## config.mk

```make
export PLATFORM = sky130hd
export DESIGN_NAME = arc_div
export DESIGN_NICKNAME = d
export VERILOG_FILES = /design/src/hdl/arc_replacement_policy_defines.svh /design/src/hdl/arc_div.sv
export SDC_FILE = /design/constraint.sdc
export NUM_CORES = 1
export LEC_CHECK = 0
export ABC_CLOCK_PERIOD_IN_PS = 6600
export BUFFER_PORTS_ARGS = -buffer_cell sky130_fd_sc_hd__buf_2
export CAP_MARGIN = 20
export CORE_ASPECT_RATIO = 1.4
export CORE_MARGIN = 2
export CORE_UTILIZATION = 45
export DETAILED_ROUTE_END_ITERATION = 8
export GPL_ROUTABILITY_DRIVEN = 0
export MAX_ROUTING_LAYER = met4
export PLACE_DENSITY = 0.68
export REMOVE_ABC_BUFFERS = 1
export SYNTH_ARGS = -nofsm -noshare
export SYNTH_HDL_FRONTEND = slang
export SYNTH_SLANG_ARGS = --single-unit
```

## constraint.sdc

```tcl
create_clock -name clk -period 6.6 [get_ports clk]
set_input_delay 1.32 -clock clk [delete_from_list [all_inputs] [get_ports clk]]
set_output_delay 1.32 -clock clk [all_outputs]
set_load 0.01 [all_outputs]
```

## src/hdl/arc_replacement_policy_defines.svh

```systemverilog
// ---------------------------------------------------------------------------
// Assertion macros for the adaptive replacement policy block.
// ---------------------------------------------------------------------------
`ifndef ARC_REPLACEMENT_POLICY_DEFINES_SVH
`define ARC_REPLACEMENT_POLICY_DEFINES_SVH

// Same-cycle implication, disabled during reset.
`define ARC_ASSERT_NOW(label, clk, rst, ante, cons, msg) \
  label: assert property (@(posedge clk) disable iff (rst) (ante) |-> (cons)) \
    else $error(msg);

// Next-cycle implication, disabled during reset.
`define ARC_ASSERT_NEXT(label, clk, rst, ante, cons, msg) \
  label: assert property (@(posedge clk) disable iff (rst) (ante) |=> (cons)) \
    else $error(msg);

`endif

```

## src/hdl/arc_div.sv

```systemverilog
// ---------------------------------------------------------------------------
// arc_div
// Iterative restoring divider, one quotient bit per cycle.
// ---------------------------------------------------------------------------
`timescale 1ns / 1ps
`default_nettype none

module arc_div #(
  parameter int W = 8
) (
  input  wire logic         clk,
  input  wire logic         rst,
  input  wire logic         start,
  input  wire logic [W-1:0] num,
  input  wire logic [W-1:0] den,
  output logic              done,
  output logic [W-1:0]      quo
);

  localparam int CNTW = (W > 1) ? $clog2(W) : 1;

  logic [W-1:0]    rem;
  logic [W-1:0]    dvs;
  logic [CNTW-1:0] cnt;
  logic            busy;
  logic [W:0]      trial;
  logic [W:0]      diff;

  // Trial subtraction of the divisor from the shifted remainder.
  always_comb begin
    trial = {rem, quo[W-1]};
    diff  = trial - {1'b0, dvs};
  end

  // Control.
  always_ff @(posedge clk) begin
    if (rst) begin
      busy <= 1'b0;
      done <= 1'b0;
      cnt  <= '0;
    end else if (start) begin
      busy <= 1'b1;
      done <= 1'b0;
      cnt  <= '0;
    end else if (busy) begin
      cnt <= cnt + CNTW'(1);
      if (cnt == CNTW'(W - 1)) begin
        busy <= 1'b0;
        done <= 1'b1;
      end
    end
  end

  // Datapath.
  always_ff @(posedge clk) begin
    if (start) begin
      rem <= '0;
      quo <= num;
      dvs <= den;
    end else if (busy) begin
      if (!diff[W]) begin
        rem <= diff[W-1:0];
      end else begin
        rem <= trial[W-1:0];
      end
      quo <= {quo[W-2:0], ~diff[W]};
    end
  end

endmodule

`default_nettype wire

```

==> metrics.yaml <==
clock_skew_ps: 4.50
routed-via-count: 1166
endpoint_kind: "register"
synth_top_area_cell: "edfxtp_1"
start_util_pct: 46.9
synth_area_um2: 1580
drt_iter0_markers: 25
fin_nets: 206
placed_cell_area_um2: 1740
cts_hold_buf: 0
arrival_ps: 2750
wl_met1_mm: 1.18
drive_above_1_share_pct: 27.7
timing.slew.headroom_pct: 62.0
ctsResizeCount: 0
cp.required_ps: 6780
routed.top_layer: "met4"
setup_violations: 0
worstHoldStart: "rem[1]"
ys_ff_latch: 29
status: "finished, final reports clean"
tns_ps: 0
grt_pass1_wl_mm: 5.02
dieArea_um2: 4020
cts_tree: "built"
hold_class: "register to register"
synth_flop_cell: "edfxtp_1"
seq_area_frac_synth_pct: 46.8
startpoint_type: "register"
syn_avg_cell_area_um2: 10.8
tightest_slew_ps: 570
drc: 0
yosys_warnings: 0
power.density_nw_per_um2: 257
critPathMaxFanout: 11
rsz0062_at_grt: "false"
coreArea_um2: 3380
synth-edff-count: 16
cts_buffer_depth: 2
postCtsSetupBuffers: 0
path_class: "register to register"
leakage_nw: 0.755
placementRows: 25
maxCapViolations: 0
nFillCells: 297
ios: 28
grt_pass1_vias: 1224
hpwl_mm: 2.27
cts-htree-levels: 2
clk_latency_ps: 280
numPortBuffers: 27
clock.fmax_ghz: 0.388
route.met3.wl_um: 106
netlist_instances: 147
drtAntennaViolNets: 0
die_h_um: 74.2
diodes: 0
critPathLaunch: "quo[7]"
slew_violations: 0
whs_ps: 477
synthTopCellsByArea: "edfxtp_1 30%, dfxtp_1 16%, ha_1 7.9%"
wl_met2_mm: 1.54
grtUsageTotal_pct: 17.6
drt-total-wl_mm: 2.90
via_per_inst: 5.37
cts.sinks: 29
synth.distinct_cells: 40
cts_made_buffers: 5
root_buffer: "clkbuf_8"
reg2reg_from: "quo[7]"
netlist.area_leader.share_pct: 30.3
ys_async_sr_fraction_pct: 0
antenna_found_initial: 0
fin_crit_ps: 2580
first_pass_iters: 4
drt-wirelength-per-cell_um: 13.4
area_delta_synth_final_pct: 15.7
die_width_um: 54.1
clkTransAtPathRegs_ps: 50
final_cell_area_um2: 1830
finalHoldViolCount: 0
fin_crit_sh_pct: 39.0
ir_drop_v: 0.000178
grt.overflow.total: 0
grt_max_degree: 28
-- worst max-delay path: stages, from the launching register on --
cell      delay, ps
edfxtp_1        370
inv_1            60
ha_1            220
fa_1            400
nand2b_1        220
a211oi_2        220
mux2i_1         290
nand2_2         230
and3_4          250
nor4_2          230
-- cells in the mapped netlist, types with 2 or more instances --
| cell type | number |
|---|---|
| mux2i_1 | 8 |
| nor3_1 | 7 |
| clkbuf_1 | 3 |
| o21ai_1 | 3 |
| nor2_1 | 12 |
| mux2_2 | 9 |
| nor2b_1 | 2 |
| inv_1 | 12 |
| o21ai_0 | 3 |
| nand2b_1 | 6 |
| nand2_1 | 8 |
| a211oi_1 | 4 |
| xnor2_1 | 2 |
| ha_1 | 10 |
| a21o_1 | 2 |
| edfxtp_1 | 16 |
| dfxtp_1 | 13 |
| a21oi_1 | 5 |
-- metrics by stage --
| step | setup WS, ps | instances | util [%] | total power, mW |
|---|---|---|---|---|
| finish | 4020 | 217 | 54.3 | 0.470 |
| global route | 3900 | 217 | 54.3 | 0.492 |
| global placement | 4050 | 209 | 51.6 | 0.324 |
| detailed placement | 4010 | 209 | 51.6 | 0.328 |
| floorplan | 4180 | 142 | - | 0.297 |
| CTS | 4010 | 217 | 54.3 | 0.473 |
-- final cells by class --
cell class | instances | area [um2] | area share (%)
multi-input combinational | 101 | 772 | 42.1
sequential | 29 | 741 | 40.4
timing repair buffer | 27 | 135 | 7.37
clock buffer | 8 | 90.1 | 4.91
tap | 40 | 50.0 | 2.73
inverter | 12 | 45.0 | 2.46
-- worst paths after layout --
check                              end  slack, ps  cells past startpoint
worst max-delay path            rem[0]       4020                      9
worst min register to register  rem[1]        480                      2
worst min-delay path            rem[1]        480                      2
worst max register to register  rem[0]       4020                      9
-- metal layers --
metal	up-vias	track usage, %
met1	542	17.7
met3	7	3.41
met5	-	-
met4	0	9.44
li1	588	-
met2	29	31.1
-- placed cells by master, fill, tap and decap left out, types with 2 or more instances in the layout --
| master | netlist | layout |
|---|---|---|
| buf_2 | 0 | 27 |
| edfxtp_1 | 16 | 16 |
| dfxtp_1 | 13 | 13 |
| inv_1 | 12 | 12 |
| nor2_1 | 12 | 12 |
| ha_1 | 10 | 10 |
| mux2_2 | 9 | 9 |
| nand2_1 | 8 | 8 |
| mux2i_1 | 8 | 8 |
| nor3_1 | 7 | 7 |
| nand2b_1 | 6 | 6 |
| clkbuf_8 | 0 | 6 |
| a21oi_1 | 5 | 5 |
| a211oi_1 | 4 | 4 |
| o21ai_0 | 3 | 3 |
| o21ai_1 | 3 | 3 |
| a21o_1 | 2 | 2 |
| nor2b_1 | 2 | 2 |
| xnor2_1 | 2 | 2 |
| clkbuf_1 | 3 | 2 |
-- flip-flops by register name, summed over array words and instances (netlist names) --
register / flops
busy: 1
cnt: 3
done: 1
dvs: 8
quo: 8
rem: 8
-- logic make-up (layout without fill, tap and decap cells) --
kind of cell,count (synthesis),count (layout),share of synthesized area (%)
flops,29,29,46.8
simple gates,42,42,13.8
xor+xnor,2,2,1.11
buf+inv,17,47,4.50
compound gates,29,29,13.2
mux,17,17,11.5
fa+ha+maj,11,11,9.16
-- report_power, final --
| group | internal (mW) | leakage, nW | total [mW] | switching [mW] |
|---|---|---|---|---|
| clock network | 0.0847 | 0.0455 | 0.145 | 0.0607 |
| registers | 0.208 | 0.266 | 0.218 | 0.0106 |
| logic | 0.0493 | 0.444 | 0.107 | 0.0572 |
| total | 0.342 | 0.755 | 0.470 | 0.129 |
Power figures use the tool's default switching activity.
