`src/hdl/arc_replacement_policy_defines.svh`:
```
// ---------------------------------------------------------------------------
// Assertion macros for the adaptive replacement policy block.
// ---------------------------------------------------------------------------
`ifndef ARC_REPLACEMENT_POLICY_DEFINES_SVH
`define ARC_REPLACEMENT_POLICY_DEFINES_SVH

// Same-cycle implication, disabled during reset.
`define ARC_ASSERT_NOW(label, clk, rst, ante, cons, msg) \
  label: assert property (@(posedge clk) disable iff (rst) (ante) |-> (cons)) \
    else $error(msg);

// Next-cycle implication, disabled during reset.
`define ARC_ASSERT_NEXT(label, clk, rst, ante, cons, msg) \
  label: assert property (@(posedge clk) disable iff (rst) (ante) |=> (cons)) \
    else $error(msg);

`endif

```
`src/hdl/arc_pkg.sv`:
```
// ---------------------------------------------------------------------------
// arc_pkg
// Shared types and codes of the adaptive replacement policy block.
// ---------------------------------------------------------------------------
`timescale 1ns / 1ps
`default_nettype none

package arc_pkg;

  // Width of target, capacity and resident count fields.
  localparam int PW = 7;
  localparam int KW = 32;

  localparam logic [PW-1:0] CAP_RESET = 7'd64;

  // List tags of a slot.
  localparam logic [2:0] L_EMPTY = 3'd0;
  localparam logic [2:0] L_T1    = 3'd1;
  localparam logic [2:0] L_T2    = 3'd2;
  localparam logic [2:0] L_B1    = 3'd3;
  localparam logic [2:0] L_B2    = 3'd4;
  localparam logic [2:0] L_WR    = 3'd5;
  localparam logic [2:0] L_WB1   = 3'd6;
  localparam logic [2:0] L_WB2   = 3'd7;

  // Operations. The spare code behaves as a lookup.
  localparam logic [1:0] F_LOOKUP = 2'd0;
  localparam logic [1:0] F_INSERT = 2'd1;
  localparam logic [1:0] F_TOUCH  = 2'd2;
  localparam logic [1:0] F_SPARE  = 2'd3;

  // Error codes.
  localparam logic [2:0] E_OK           = 3'd0;
  localparam logic [2:0] E_DUP          = 3'd1;
  localparam logic [2:0] E_TOUCH_ABSENT = 3'd2;
  localparam logic [2:0] E_TOUCH_GHOST  = 3'd3;
  localparam logic [2:0] E_FULL         = 3'd4;

  typedef struct packed {
    logic [1:0]    func;
    logic [KW-1:0] key;
    logic          data_ready;
  } req_t;

  typedef struct packed {
    logic [2:0]    found_where;
    logic [2:0]    error_code;
    logic          evicted_valid;
    logic [KW-1:0] evicted_key;
    logic [PW-1:0] target_p;
    logic [PW-1:0] resident_count;
  } rsp_t;

endpackage

`default_nettype wire

```
`src/hdl/arc_cell.sv`:
```
// ---------------------------------------------------------------------------
// arc_cell
// One slot of the store; folds its entry into the passing scan record.
// ---------------------------------------------------------------------------
`timescale 1ns / 1ps
`default_nettype none

module arc_cell import arc_pkg::*; #(
  parameter int IW = 8,
  parameter int CW = 8,
  localparam int LRU_W  = 1 + IW + 2 * KW,
  localparam int SCAN_W = 1 + IW + 3 + 1 + IW + 7 * CW + 4 * LRU_W,
  localparam int WR_W   = 1 + IW + 3 + 1 + 1 + KW
) (
  input  wire logic              clk,
  input  wire logic              rst,
  input  wire logic [IW-1:0]     id,
  input  wire logic [KW-1:0]     qkey,
  input  wire logic [KW-1:0]     now,
  input  wire logic [WR_W-1:0]   wr,
  input  wire logic [SCAN_W-1:0] scan_in,
  output logic      [SCAN_W-1:0] scan_out
);

  typedef struct packed {
    logic          v;
    logic [IW-1:0] idx;
    logic [KW-1:0] age;
    logic [KW-1:0] key;
  } lru_t;

  typedef struct packed {
    logic                 hit;
    logic [IW-1:0]        hidx;
    logic [2:0]           hlist;
    logic                 fv;
    logic [IW-1:0]        fidx;
    logic [6:0][CW-1:0]   cnt;
    lru_t [3:0]           lru;
  } scan_t;

  typedef struct packed {
    logic          en;
    logic [IW-1:0] idx;
    logic [2:0]    list;
    logic          stamp_en;
    logic          key_en;
    logic [KW-1:0] key;
  } wr_t;

  logic [KW-1:0] key_r;
  logic [KW-1:0] stamp_r;
  logic [2:0]    list_r;
  scan_t         si;
  scan_t         so;
  wr_t           w;
  logic [2:0]    li;
  logic [KW-1:0] age;
  logic          occ;
  logic          sel;

  assign si  = scan_in;
  assign w   = wr;
  assign sel = w.en && (w.idx == id);

  // Fold this slot into the scan record.
  always_comb begin
    so  = si;
    occ = (list_r != L_EMPTY);
    li  = list_r - 3'd1;
    age = now - stamp_r;
    if (occ && (key_r == qkey) && !si.hit) begin
      so.hit   = 1'b1;
      so.hidx  = id;
      so.hlist = list_r;
    end
    if (!occ && !si.fv) begin
      so.fv   = 1'b1;
      so.fidx = id;
    end
    if (occ) begin
      so.cnt[li] = si.cnt[li] + CW'(1);
    end
    if (list_r == L_T1 || list_r == L_T2 || list_r == L_B1 || list_r == L_B2) begin
      if (!si.lru[li[1:0]].v || (age > si.lru[li[1:0]].age)) begin
        so.lru[li[1:0]].v   = 1'b1;
        so.lru[li[1:0]].idx = id;
        so.lru[li[1:0]].age = age;
        so.lru[li[1:0]].key = key_r;
      end
    end
  end

  // List tag of the slot.
  always_ff @(posedge clk) begin
    if (rst) begin
      list_r <= L_EMPTY;
    end else if (sel) begin
      list_r <= w.list;
    end
  end

  // Key, stamp and the registered hand-off to the next cell.
  always_ff @(posedge clk) begin
    if (sel && w.stamp_en) begin
      stamp_r <= now;
    end
    if (sel && w.key_en) begin
      key_r <= w.key;
    end
    scan_out <= so;
  end

endmodule

`default_nettype wire

```
`config.mk`:
```
export PLATFORM = sky130hd
export DESIGN_NAME = arc_cell
export DESIGN_NICKNAME = d
export VERILOG_FILES = /design/src/hdl/arc_replacement_policy_defines.svh /design/src/hdl/arc_pkg.sv /design/src/hdl/arc_cell.sv
export SDC_FILE = /design/constraint.sdc
export NUM_CORES = 1
export LEC_CHECK = 0
export BUFFER_PORTS_ARGS = -buffer_cell sky130_fd_sc_hd__buf_2
export CAP_MARGIN = 5
export CORE_AREA = 10 10 322 324
export DETAILED_ROUTE_END_ITERATION = 16
export DIE_AREA = 0 0 332 334
export PLACE_DENSITY = 0.42
export SETUP_SLACK_MARGIN = 0.1
export SLEW_MARGIN = 20
export SYNTH_ARGS = -nofsm -noshare
export SYNTH_HDL_FRONTEND = slang
export SYNTH_SLANG_ARGS = --single-unit
```
`constraint.sdc`:
```
create_clock -name clk -period 7.7 [get_ports clk]
set_input_delay 1.155 -clock clk [delete_from_list [all_inputs] [get_ports clk]]
set_output_delay 1.155 -clock clk [all_outputs]
set_load 0.02 [all_outputs]
```
==> impl_summary.txt <==
----------------------------------------------------
[Power]
  Power dissipated by switching net loads ... 1583 uW
  IR Drop Worst-Case VDD ... 0.0001623 V
  Part of the power in combinational logic ... between 10% and 20%
  Static power due to leakage ... ~0.012 uW
  Power density relative to cell area ... roughly 220 mW/mm^2
  Proportion of power drawn by the clock network ... between 40% and 50%
  Sequential share of power ... a little over two fifths
  Share of total power consumed by net switching ... 27.39%
  Int Pwr ... between 4000 and 5000 uW

[Outcome]
  Status ... finished clean

[Logic synthesis]
  Yosys cell types ... 75
  Post-synthesis share of cell area spent on full adders, half adders and majority gates ... just under 5%
  Sequential area share after synthesis ... between 50% and 60%
  Gate count after technology mapping ... 1605
  Mapped Nets ... roughly 2200
  Top flip-flop cell by instance count after synthesis ... dfxtp_1
  Synthesized area per cell ... approximately 12 um^2
  Number of synthesized register bits ... 436
  Mux contribution to synthesized area ... between 20% and 30%
  Simple-gate area share of the yosys netlist ... under 10%
  Fraction of registers with async set or reset after synthesis ... 0%
  Main combinational cell family by area after synthesis ... multiplexers
  Compound-gate portion of the synthesized area ... a little under a tenth
  Yosys warns ... 0
  Post-Syn Area ... between 0.015 and 0.02 mm^2
  Post-synthesis share of cell area spent on xor and xnor gates ... 3.282%
  EDFF count, synth ... 64

[Die]
  Rows ... approximately 120
  Die height ... between 300 and 400 um
  Initial standard-cell utilization of the core ... approximately a fifth
  Core Area ... 0.09756 mm^2
  Overall die width ... around 330 um
  Die area ... between 0.1 and 0.15 mm^2
  Boundary pin count ... around 860

[Worst setup path]
  Crit path DAT ... ~7000 ps
  Reg-to-Reg Start ... stamp_r[0]$_DFFE_PP_
  CP Capture Type ... flip-flop
  Setup slack of the most critical reg-to-reg path ... about 1800 ps
  Critical Path Fanout Max ... 13
  Startpoint-to-endpoint class of the critical path ... in2reg
  Critical-path cell list ... buf_2 -> inv_1 -> ha_1 -> inv_1 -> fa_1 -> a21o_1 -> a221oi_1 -> o21ai_1 -> a31oi_1 -> xnor2_1 -> ha_1 -> nand3_1 -> or4_1 -> nor4_1 -> a21oi_1 -> nand2_1 -> or2_4 -> buf_4 -> mux2_2
  Worst reg2reg path endpoint ... scan_out[169]$_DFF_P_
  CP max-delay cell ... nor4_1
  Kind of cell adding the most delay to the critical path ... simple AND/OR/NAND/NOR gates
  Critical path buffer and inverter count ... 4
  Delay of the slowest cell on the worst path ... 780 ps
  Type of element launching the critical path ... input pin
  Data required time of the critical path ... 8210 ps
  R2r worst-path depth ... 17

[Routing]
  Met2 routed WL ... between 40000 and 50000 um
  DRC errors left ... 0
  Met3 Routed Length ... 8993 um
  DR vias/cell ... 4.278
  Top routing layer used ... met5
  Final wirelength ... just under 100000 um
  Via total after detailed routing ... approximately 16000
  Detailed-routing iteration count for the pre-antenna-repair pass ... 5
  Wire per inst ... 25.95 um
  Antenna viol nets, final ... 0
  Number of DRC markers in iteration 0 ... around 1000
  Wire length on met1 ... approximately 42000 um

[Clock tree]
  TritonCTS clock tree ... done
  CTS resizes ... 0
  # Post-CTS Setup Buffers ... 0
  Hold Buf Count CTS ... 0
  CTS Buf Count ... 54
  Clock Sink Count ... approximately 440
  Clock insertion delay at the later pin of the skew report ... roughly 630 ps
  Clock tree buffer depth ... 3
  Clock transition at the registers of the reported paths ... approximately 60 ps
  Total number of H-tree levels ... 2
  Clock Tree Root ... clkbuf_16

[Timing]
  Final critical-path share of the clock period ... approximately 82%
  Min Clock Period, post-route ... 6347 ps
  Peak Freq ... ~160 MHz
  Setup skew after layout ... roughly 21 ps
  Max-slew violation count ... 0
  Final-layout setup total negative slack ... 0 ps
  Slew Limit Headroom ... roughly 28%
  Final Hold Violating Endpoints ... 0
  Actual transition at the worst max-transition pin ... about 1100 ps
  Final setup vio count ... 0
  RSZ-0062 raised after global routing ... no
  Smallest hold slack ... slightly above 600 ps

[Placed design]
  I/O Buffers ... 857
  Post-Place Cells ... approximately 3700
  DP Wirelength ... a little over 80000 um
  Global placement routability congestion ... a little under 0.9

[Global routing]
  Initial antenna violation count ... 39
  Sum of overflow across all layers after global routing ... 0
  All-layer global routing usage ... between 10% and 20%
  Largest net degree at the start of global routing ... between 40 and 50
  Wire length of the first global-routing pass ... between 100000 and 150000 um
  Vias in the first global route ... 17340

[Finish]
  Non-filler cells in the finished layout ... ~3800
  Layout cells sized above 1 ... around half
  FF/Latch Area ... between 0.009 and 0.01 mm^2
  Net count reported at finish ... around 3000
  Area delta synth->final ... 41.27%
  Area used by multi-input combinational logic ... 0.008830 mm^2
  Count of fill cells added during filler insertion ... 10480

[Min path]
  Worst min-delay path category ... reg2reg
  End point of the worst hold path ... scan_out[165]$_DFF_P_
  Hold_sp ... key_r[19]$_DFFE_PP_
  Instance count along the most critical hold path ... 1

[Run]
  Count of max-cap constraint violations ... 0

----------------------------------------------------
[logic make-up (layout without fill, tap and decap cells)]
kind of cell    Yosys count  in the layout
flops                   436            436
mux                     338            338
compound gates          275            275
simple gates            274            274
buf+inv                 144           1062
fa+ha+maj                73             73
xor+xnor                 65             65
other cells               0             13
[power groups by stage]
| stage | clock network, uW | logic (uW) | registers (uW) |
|---|---|---|---|
| floorplan | 0 | 247 | 2620 |
| global placement | 0 | 790 | 2500 |
| detailed placement | 0 | 785 | 2500 |
| CTS | 2630 | 789 | 2450 |
| global route | 2710 | 847 | 2460 |
| finish | 2550 | 783 | 2450 |
[state kept, by name (all words and copies together) (netlist names)]
name	count
key_r	32
list_r	3
scan_out	369
stamp_r	32
[cell type report]
type | instances | area share (%)
Sequential cell | 436 | 35.44
Multi-Input combinational cell | 1025 | 33.39
Timing Repair Buffer | 884 | 17.22
Clock buffer | 88 | 6.250
Tap cell | 1287 | 6.089
Inverter | 76 | 1.079
Clock inverter | 14 | 0.4022
Antenna cell | 13 | 0.1230
[placed cells by master (no fill, tap or decap), drive strengths merged, types with 57 or more instances in the layout]
master  Yosys  routed
dfxtp     372     372
nand2      98      98
o21ai     111     111
edfxtp     64      64
nor2       57      57
buf        37     884
inv        75      81
clkbuf     31      88
mux2      280     280
ha         72      72
[cells in the mapped netlist (3+ instances only)]
master	instances	area, um^2
a2111oi_0	3	26.28
a211oi_1	6	45.04
a21boi_0	6	45.04
a21o_1	14	105.1
a21oi_1	43	215.2
a221oi_1	5	43.79
a22oi_1	11	82.58
a31oi_1	6	37.54
and2_1	10	62.56
and3_1	7	43.79
and3b_1	3	26.28
buf_1	5	18.77
buf_2	27	135.1
buf_4	4	30.03
clkbuf_1	31	116.4
dfxtp_1	372	7447
edfxtp_1	64	1922
ha_1	72	900.9
inv_1	75	281.5
mux2_1	14	157.7
mux2_2	266	2995
mux2i_1	23	230.2
mux4_2	35	788.3
nand2_1	98	367.9
nand2b_1	11	68.82
nand3_1	21	105.1
nand4_1	12	75.07
nor2_1	56	210.2
nor2b_1	6	37.54
nor3_1	24	120.1
nor4_1	7	43.79
o211ai_1	4	30.03
o21a_1	5	37.54
o21ai_0	88	440.4
o21ai_1	23	115.1
o21bai_1	4	30.03
o22ai_1	4	25.02
o2bb2ai_1	3	26.28
o31ai_1	32	240.2
or2_1	3	18.77
xnor2_1	43	376.6
xor2_1	19	166.4
[worst register-to-register path, delay by kind of cell, from the launching register on]
family	cells	cell delay, ps
and+or+nand+nor	5	1890
adders and majority gates	3	970
AOI/OAI and AO/OA	5	1550
xor gates and xnor gates	1	290
buffers and inverters	2	410
muxes	1	390
DFF	1	330
[how the worst max path moves through the flow]
stage | from | to | slack [ps] | depth (start not counted)
after detailed placement | now[0] | scan_out[169]$_DFF_P_ | 730 | 19
final | now[0] | scan_out[169]$_DFF_P_ | 1350 | 19
after floorplan | now[0] | scan_out[147]$_DFF_P_ | 2020 | 22
after global routing | now[0] | scan_out[173]$_DFF_P_ | 840 | 21
after CTS | now[0] | scan_out[169]$_DFF_P_ | 1400 | 19
after global placement | now[0] | scan_out[214]$_DFF_P_ | 760 | 19
[metrics by stage]
stage	total power [uW]	setup WS, ps	utilization (%)	instance area, um^2
floorplan	2872	2017	-	18720
CTS	5864	1402	27.07	26410
detailed placement	3283	734.0	25.26	24650
finish	5780	1353	27.11	26440
global route	6014	841.0	27.09	26430
global placement	3289	764.1	25.26	24650
[per-layer routing]
metal / GRT usage (%) / vias up
li1: - / 7583
met3: 6.353 / 125
met5: 0 / -
met4: 3.279 / 36
met1: 20.83 / 7883
met2: 28.14 / 728
Note: power is estimated with default switching activity, not from simulation.
